### src/rtl/modinv_pkg.sv
`timescale 1ns / 1ps
`default_nettype none
// ----------------------------------------------------------------------------
// modinv_pkg
// Shared types for the modular inverse core: the command group from the
// controller and the status group returned by the datapath.
// ----------------------------------------------------------------------------
package modinv_pkg;

    typedef struct packed {
        logic load;       // capture a new item, seed the coefficients
        logic div_init;   // start a quotient/remainder division
        logic div_step;   // one restoring division bit
        logic update;     // retire a Euclid step
        logic finish;     // form the result registers
    } modinv_cmd_t;

    typedef struct packed {
        logic b_zero;     // divisor of the next step is zero
        logic div_last;   // current division bit is the last one
    } modinv_status_t;

endpackage
`default_nettype wire

### src/rtl/modular_inverse_core.sv
`timescale 1ns / 1ps
`default_nettype none
// ----------------------------------------------------------------------------
// modular_inverse_core
// Extended Euclidean modular inverse with gcd report.
// ----------------------------------------------------------------------------
// An item is taken when start is high while busy is low. The core runs the
// extended Euclidean algorithm on (modulus, value); each Euclid step is a
// check, one bit-serial restoring division and a coefficient update, and a
// final check ends the item. The number of remainder steps is zero for a
// value of zero and about 92 at most for 63-bit operands. The result appears
// on inverse and gcd with done high for exactly one cycle; the receiver
// cannot stall it, so it must capture the item in that cycle. inverse is
// the modular inverse only when gcd is 1. A new item may be started in the
// cycle done is high.
// ----------------------------------------------------------------------------
module modular_inverse_core #(
    parameter int WIDTH = 63
) (
    input  wire logic             clk,
    input  wire logic             rst_n,
    input  wire logic             start,
    input  wire logic [WIDTH-1:0] value,
    input  wire logic [WIDTH-1:0] modulus,
    output logic                  busy,
    output logic                  done,
    output logic [WIDTH-1:0]      inverse,
    output logic [WIDTH-1:0]      gcd
);
    import modinv_pkg::*;

    modinv_cmd_t    cmd;
    modinv_status_t status;

    modinv_ctrl u_ctrl (
        .clk    (clk),
        .rst_n  (rst_n),
        .start  (start),
        .status (status),
        .cmd    (cmd),
        .busy   (busy),
        .done   (done)
    );

    modinv_dp #(
        .WIDTH (WIDTH)
    ) u_dp (
        .clk     (clk),
        .cmd     (cmd),
        .status  (status),
        .value   (value),
        .modulus (modulus),
        .inverse (inverse),
        .gcd     (gcd)
    );

endmodule
`default_nettype wire

### src/rtl/modinv_dp.sv
`timescale 1ns / 1ps
`default_nettype none
// ----------------------------------------------------------------------------
// modinv_dp
// Datapath: remainder pair, Bezout coefficients, a radix-2 restoring divider
// and a shift-add accumulator that forms coefficient times quotient.
// ----------------------------------------------------------------------------
module modinv_dp #(
    parameter int WIDTH = 63
) (
    input  wire logic                   clk,
    input  wire modinv_pkg::modinv_cmd_t cmd,
    output modinv_pkg::modinv_status_t  status,
    input  wire logic [WIDTH-1:0]       value,
    input  wire logic [WIDTH-1:0]       modulus,
    output logic [WIDTH-1:0]            inverse,
    output logic [WIDTH-1:0]            gcd
);
    import modinv_pkg::*;

    localparam int CW    = WIDTH + 1;
    localparam int CNT_W = $clog2(WIDTH);

    logic [WIDTH-1:0] mod_reg,  mod_next;
    logic [WIDTH-1:0] a_reg,    a_next;
    logic [WIDTH-1:0] b_reg,    b_next;
    logic [WIDTH-1:0] rem_reg,  rem_next;
    logic [WIDTH-1:0] dvd_reg,  dvd_next;
    logic [CW-1:0]    co_reg,   co_next;
    logic [CW-1:0]    cn_reg,   cn_next;
    logic [CW-1:0]    prod_reg, prod_next;
    logic [CNT_W-1:0] cnt_reg,  cnt_next;
    logic [WIDTH-1:0] inv_reg,  inv_next;
    logic [WIDTH-1:0] gcd_reg,  gcd_next;

    logic [WIDTH:0]   trial;
    logic [WIDTH:0]   diff;
    logic             q_bit;

    // shift in the next dividend bit and try the subtract
    assign trial = {rem_reg, dvd_reg[WIDTH-1]};
    assign diff  = trial - {1'b0, b_reg};
    assign q_bit = (trial >= {1'b0, b_reg});

    always_comb
    begin
        mod_next  = mod_reg;
        a_next    = a_reg;
        b_next    = b_reg;
        rem_next  = rem_reg;
        dvd_next  = dvd_reg;
        co_next   = co_reg;
        cn_next   = cn_reg;
        prod_next = prod_reg;
        cnt_next  = cnt_reg;
        inv_next  = inv_reg;
        gcd_next  = gcd_reg;

        if (cmd.load)
        begin
            mod_next = modulus;
            a_next   = modulus;
            b_next   = value;
            co_next  = '0;
            cn_next  = CW'(1);
        end
        if (cmd.div_init)
        begin
            rem_next  = '0;
            dvd_next  = a_reg;
            prod_next = '0;
            cnt_next  = '0;
        end
        if (cmd.div_step)
        begin
            rem_next  = q_bit ? diff[WIDTH-1:0] : trial[WIDTH-1:0];
            dvd_next  = {dvd_reg[WIDTH-2:0], 1'b0};
            prod_next = {prod_reg[CW-2:0], 1'b0} + (q_bit ? cn_reg : '0);
            cnt_next  = cnt_reg + CNT_W'(1);
        end
        if (cmd.update)
        begin
            a_next  = b_reg;
            b_next  = rem_reg;
            co_next = cn_reg;
            cn_next = co_reg - prod_reg;
        end
        if (cmd.finish)
        begin
            // fold a negative coefficient back into the modulus range once
            inv_next = co_reg[CW-1] ? (co_reg[WIDTH-1:0] + mod_reg) : co_reg[WIDTH-1:0];
            gcd_next = a_reg;
        end
    end

    always_ff @(posedge clk)
    begin
        mod_reg  <= mod_next;
        a_reg    <= a_next;
        b_reg    <= b_next;
        rem_reg  <= rem_next;
        dvd_reg  <= dvd_next;
        co_reg   <= co_next;
        cn_reg   <= cn_next;
        prod_reg <= prod_next;
        cnt_reg  <= cnt_next;
        inv_reg  <= inv_next;
        gcd_reg  <= gcd_next;
    end

    assign status.b_zero   = (b_reg == '0);
    assign status.div_last = (cnt_reg == CNT_W'(WIDTH - 1));
    assign inverse         = inv_reg;
    assign gcd             = gcd_reg;

endmodule
`default_nettype wire

### src/rtl/modinv_ctrl.sv
`timescale 1ns / 1ps
`default_nettype none
// ----------------------------------------------------------------------------
// modinv_ctrl
// Controller: sequences Euclid steps, each a bit-serial division followed by
// a coefficient update, and raises the done strobe.
// ----------------------------------------------------------------------------
module modinv_ctrl (
    input  wire logic                      clk,
    input  wire logic                      rst_n,
    input  wire logic                      start,
    input  wire modinv_pkg::modinv_status_t status,
    output modinv_pkg::modinv_cmd_t        cmd,
    output logic                           busy,
    output logic                           done
);
    import modinv_pkg::*;

    typedef enum logic [1:0] {
        ST_IDLE,
        ST_CHECK,
        ST_DIV,
        ST_UPDATE
    } state_t;

    state_t state_reg, state_next;
    logic   done_reg,  done_next;

    always_comb
    begin
        state_next = state_reg;
        done_next  = 1'b0;
        cmd        = '0;
        unique case (state_reg)
            ST_IDLE:
            begin
                if (start)
                begin
                    cmd.load   = 1'b1;
                    state_next = ST_CHECK;
                end
            end
            ST_CHECK:
            begin
                if (status.b_zero)
                begin
                    cmd.finish = 1'b1;
                    done_next  = 1'b1;
                    state_next = ST_IDLE;
                end
                else
                begin
                    cmd.div_init = 1'b1;
                    state_next   = ST_DIV;
                end
            end
            ST_DIV:
            begin
                cmd.div_step = 1'b1;
                if (status.div_last)
                    state_next = ST_UPDATE;
            end
            ST_UPDATE:
            begin
                cmd.update = 1'b1;
                state_next = ST_CHECK;
            end
            default:
            begin
                state_next = ST_IDLE;
            end
        endcase
    end

    always_ff @(posedge clk or negedge rst_n)
    begin
        if (!rst_n)
        begin
            state_reg <= ST_IDLE;
            done_reg  <= 1'b0;
        end
        else
        begin
            state_reg <= state_next;
            done_reg  <= done_next;
        end
    end

    assign busy = (state_reg != ST_IDLE);
    assign done = done_reg;

endmodule
`default_nettype wire

### config.mk
export PLATFORM = sky130hd
export DESIGN_NAME = modular_inverse_core
export DESIGN_NICKNAME = d
export VERILOG_FILES = /design/src/rtl/modinv_pkg.sv /design/src/rtl/modular_inverse_core.sv /design/src/rtl/modinv_dp.sv /design/src/rtl/modinv_ctrl.sv
export SDC_FILE = /design/constraint.sdc
export NUM_CORES = 1
export LEC_CHECK = 0
export BUFFER_PORTS_ARGS = -buffer_cell sky130_fd_sc_hd__buf_2
export CAP_MARGIN = 10
export CORE_ASPECT_RATIO = 1.25
export CORE_MARGIN = 2
export CORE_UTILIZATION = 35
export CTS_CLUSTER_SIZE = 28
export DETAILED_ROUTE_END_ITERATION = 10
export SLEW_MARGIN = 20
export SYNTH_ARGS = -nofsm -noshare
export SYNTH_HDL_FRONTEND = slang
export SYNTH_SLANG_ARGS = --single-unit
### constraint.sdc
create_clock -name clk -period 15.6 [get_ports clk]
set_clock_uncertainty 0.2 [all_clocks]
set_input_delay 2.34 -clock clk [delete_from_list [all_inputs] [get_ports clk]]
set_output_delay 2.34 -clock clk [all_outputs]
set_load 0.01 [all_outputs]
**Word-level counts from Yosys, hierarchy flattened**

Cells that the tools add are included.
W data, S select, Z words.

- Bits of input ports: 129
- Output and inout port bits: 128
- Flip-flop bits (word level): 642
- Word-level logic and storage cells: 63

- Eq/ne operators: 6
- Add/sub/neg operators: 5
- Reductions and logical operators: 6
- Multiplexer cells: 31
- Magnitude comparators: 1

Operator list:

| cell | number |
|---|---|
| $mux W63 | 10 |
| $mux W64 | 7 |
| $add A64 B64 Y64 | 1 |
| $ge A64 B63 Y1 | 1 |
| $sub A64 B64 Y64 | 1 |
| $add A63 B63 Y63 | 1 |
| $logic_not A63 Y1 | 1 |
| $sub A63 B63 Y63 | 1 |
| $mux W6 | 2 |
| $mux W1 | 8 |
| $pmux W2 S4 | 1 |
| $add A6 B1 Y6 const B | 1 |
| $eq A6 B6 Y1 const B | 1 |
| $mux W2 | 3 |
| $reduce_bool A2 Y1 | 3 |
| $eq A2 B2 Y1 const B | 2 |
| $ne A2 B2 Y1 const B | 2 |
| $eq A2 B1 Y1 const B | 1 |
| $logic_not A2 Y1 | 1 |
| $reduce_and A2 Y1 | 1 |

**Longest topological paths before layout**

- Depth in word-level cells: 5
- Mapped depth: 26
- Mapped depth without buffers: 24

**Modules after synthesis**

From an unflattened synthesis, not the netlist that was laid out.

- Cell total of the unflattened synthesis: 3821
- Area total of the unflattened synthesis: 40411.3 um^2

Modules (own cells, without submodules):

| module | cells each | sequential area each (um^2) | area each (um^2) | times used |
|---|---|---|---|---|
| modinv_dp | 3802 | 19178.4 | 40198.6 | 1 |
| modinv_ctrl | 19 | 75.1 | 212.7 | 1 |

**Worst setup path after synthesis**

Ideal clock, no wire load.

- Path kind: input-to-reg
- Start: input port start
- End: register u_dp.a_reg[0], enable pin
- Data arrival time: 7114 ps
- Slack: 7777 ps
- Required time: 14890 ps
- Setup time: 510 ps
- Cell stages on the path: 2
- Path buffers: 0
- Cells stage by stage: and2_1 -> or2_2

- Cells in the longest elaborated chain, start to end: 3

Ends and longest elaborated chain:

| item | RTL line | RTL |
|---|---|---|
| from (decl) | modular_inverse_core.sv:22 | `input wire logic start,` |
| $mux W1 | modinv_ctrl.sv:37 | `if (start)` |
| $mux W1 | modinv_ctrl.sv:34 | `unique case (state_reg)` |
| $reduce_bool A2 Y1 (no source line) | - |  |
| to (signal assigned) | modinv_dp.sv:99 | `a_reg <= a_next;` |
| to (decl) | modinv_dp.sv:25 | `logic [WIDTH-1:0] a_reg, a_next;` |

Every way passes these cells.
A chain may end at the register's enable or synchronous reset.

**Worst setup path after layout**

- Start: register u_dp.b_reg[0]
- End: register u_dp.prod_reg[60], data pin

- Cells in the longest elaborated chain, start to end: 4

Ends and longest elaborated chain:

| item | RTL line | RTL |
|---|---|---|
| from (decl) | modinv_dp.sv:26 | `logic [WIDTH-1:0] b_reg, b_next;` |
| from (signal assigned) | modinv_dp.sv:100 | `b_reg <= b_next;` |
| $ge A64 B63 Y1 | modinv_dp.sv:43 | `assign q_bit = (trial >= {1'b0, b_reg});` |
| $mux W64 | modinv_dp.sv:78 | `prod_next = {prod_reg[CW-2:0], 1'b0} + (q_bit ? cn_reg : '0);` |
| $add A64 B64 Y64 | modinv_dp.sv:78 |  |
| $mux W64 | modinv_dp.sv:74 | `if (cmd.div_step)` |
| to (signal assigned) | modinv_dp.sv:105 | `prod_reg <= prod_next;` |
| to (decl) | modinv_dp.sv:31 | `logic [CW-1:0] prod_reg, prod_next;` |

Every way passes these cells.

==> results.cfg <==
[setup_path]
reg2reg_slack_ps = 7790
required_ps = 15790
crit_path_top_delay_cell = buf_4
critical_path_class = reg -> reg
worst_setup_path_start_kind = flop
cpPeakStageDelay_ps = 750
cp_cell_sequence = ha_1 > fa_1 > nand2b_1 > a211o_1 > a21boi_1 > o311ai_1 > nand3_1 > a21o_1 > o31ai_1 > nand2_4 > buf_4 > and2_1 > ha_1 > a21o_1 > a221o_1 > a2111oi_0 > o211ai_1 > nand2_1 > a21oi_2 > o31ai_1 > or4_1 > nand3_1
end_kind = flop
crit_fanout = 75
cp.arrival_ps = 8000

[clocking]
cts_buffers = 73
cts_buffer_depth = 3
post_cts_buffers = 0
clock_sinks = 642
path_clk_slew_ps = 60
cts_root_buffer = clkbuf_16
ctsHtreeMaxLevel = 3
cts_tree = done
ctsHoldBuffers = 0
clock_latency_ps = 670
post_cts_resized = 0

[floorplanning]
die_h_um = 383
core_sq_um = 114000
dieArea_sq_um = 118000
boundaryPins = 257
die_x_um = 307
start_util_pct = 35.2
rows = 139

[drt]
ant_nets = 0
num_vias = 30700
dr.first_iter.drc_count = 2142
wl_per_cell_um = 22.1
post-route-drc-count = 0
via_per_inst = 5.45
wl_um = 124000
first_pass_iters = 7

[timing]
fin_crit_sh_pct = 50.1
finalCriticalPeriod_ps = 7810
timing.slew.headroom_pct = 23.2
finalSetupViolations = 0
worst_pin_slew_ps = 1120
final_hold_viol_count = 0
grt_setup_unrepaired = false
max_freq_ghz = 0.128
final.setup.tns_ps = 0
slew_violations = 0

[final_layout]
fin_area_sq_um = 45400
fin_nets = 4481
area_delta_synth_final_pct = 12.9
drive_gt1_share_pct = 15.0

[logic_synthesis]
async_reset_ff_share_pct = 0.467
synth_top_area_share_pct = 47.6
syn_area_sq_um = 40200
synth_edf_count = 638
syn-num-nets = 4302
synthDistinctLibCells = 86
netlist_instances = 3913
ys_ff_latch = 642
synth-warning-count = 0
synth_top_flop_cell = edfxtp_1
seq_area_frac_synth_pct = 47.8
syn_avg_cell_area_sq_um = 10.3
synth_area_leaders = edfxtp_1 (48%), ha_1 (8.0%), mux2_2 (4.9%)
synth_top_area_cell = edfxtp_1

[global_routing]
grt_pass1_wl_um = 186000
grt_max_degree = 155
gr-usage-all-layers_pct = 20.8
grt_pass1_vias = 30500
antenna_found_initial = 6
overflow = 0

[placed_design]
place.port_buffers = 256
dp_hpwl_um = 94300
placed_area_sq_um = 42900
place.gp.congestion = 0.927

[min_path]
hp-class = reg -> reg

[power_and_ir_drop]
power.leakage_nw = 18.0
power_density_nw_per_um2 = 249
worst_ir_drop_vdd_mv = 0.150

[run_status]
status = finished, final reports clean

[job]
maxCapViolations = 0
[layer usage]
metal	vias to the layer above	GRT usage, %	share of wire [%]
li1	14700	-	-
met3	204	2.02	4.1
met5	-	0	0
met2	794	36.4	50
met1	15000	25.3	41
met4	0	10.5	5.1
[through the flow]
| step | hold slack (ps) | cells | total power, mW | utilization [%] | setup slack [ps] |
|---|---|---|---|---|---|
| CTS | 254 | 5631 | 11.3 | 39.7 | 7760 |
| global route | 265 | 5633 | 12.1 | 39.7 | 7340 |
| global placement | 229 | 5497 | 9.46 | 37.5 | 7950 |
| finish | 253 | 5635 | 11.3 | 39.7 | 7790 |
| detailed placement | 240 | 5497 | 9.47 | 37.5 | 7830 |
| floorplan | 226 | 3913 | 7.76 | - | 7780 |
[synthesized netlist by cell type (16+ instances only)]
master    number
edfxtp_1     638
nand2_1      421
a21oi_1      325
nor2_1       269
ha_1         256
o21ai_0      225
inv_1        200
mux2_2       176
a21o_1       170
and2_1       157
clkbuf_1     154
xnor2_1      112
xor2_1        85
nand3_1       69
nand4_1       68
o21bai_1      52
nor3_1        50
a211oi_1      35
o21a_1        31
nand2b_1      30
nor4_1        30
a31oi_1       27
and3_1        26
nor2b_1       26
o211ai_1      20
o31ai_1       20
buf_2         16
[worst max-delay path, delay by kind of cell (launching register included)]
family	cells	cell delay [ps]
buffers and inverters	1	750
AOI/OAI and AO/OA	11	3380
DFF	1	430
and+or+nand+nor	7	1710
adders and majority gates	3	1000
[cells in the final DEF (no fill, tap or decap), drive strengths merged, types with 9 or more instances in the layout]
| cell type | n |
|---|---|
| edfxtp | 638 |
| nand2 | 421 |
| a21oi | 329 |
| buf | 281 |
| nor2 | 269 |
| ha | 256 |
| o21ai | 232 |
| inv | 206 |
| mux2 | 176 |
| a21o | 170 |
| and2 | 158 |
| xnor2 | 112 |
| xor2 | 85 |
| clkbuf | 85 |
| nand3 | 69 |
| nand4 | 68 |
| o21bai | 52 |
| nor3 | 52 |
| a211oi | 36 |
| o21a | 31 |
| nand2b | 30 |
| nor4 | 30 |
| clkinv | 30 |
| a31oi | 27 |
| and3 | 26 |
| nor2b | 26 |
| o211ai | 20 |
| o31ai | 20 |
| a21boi | 16 |
| mux2i | 14 |
| o2111ai | 11 |
| or2 | 11 |
| a41oi | 10 |
| or3 | 9 |
[cell type report]
class                           instances  area [sq um]
Antenna cell                            4          10.0
Clock buffer                           85          1910
Clock inverter                         49           548
Fill cell                           11100         69000
Inverter                              201           757
Multi-Input combinational cell       2893         19600
Sequential cell                       642         19300
Tap cell                             1480          1850
Timing Repair Buffer                  281          1490
[cells by family (layout without fill, tap and decap cells)]
family	after synthesis	in the layout	share of synthesized area (%)
AOI/OAI and AO/OA	1042	1042	16.6
buffers and inverters	378	616	3.58
DFF	642	642	47.8
other	0	4	0
muxes	190	190	5.27
xor gates and xnor gates	197	197	4.29
adders and majority gates	260	260	8.16
and+or+nand+nor	1204	1204	14.2
[final timing paths]
check | from | to | cells after the start
worst min-delay path | u_dp.a_reg[22] | u_dp.gcd[22] | 0
worst max-delay path | u_dp.b_reg[0] | u_dp.prod_reg[60] | 22
worst min register to register | u_dp.a_reg[22] | u_dp.gcd[22] | 0
min in group asynchronous | rst_n | u_ctrl.done | 1
worst max register to register | u_dp.b_reg[0] | u_dp.prod_reg[60] | 22
max in group asynchronous | rst_n | u_ctrl.state_reg[0] | 1
[where the power goes]
group	switching [mW]	internal (mW)	total (mW)
combinational	3.94	2.33	6.27
clock	0.769	1.03	1.80
sequential	0.451	2.79	3.24
total	5.15	6.15	11.3
Power figures use the tool's default switching activity.
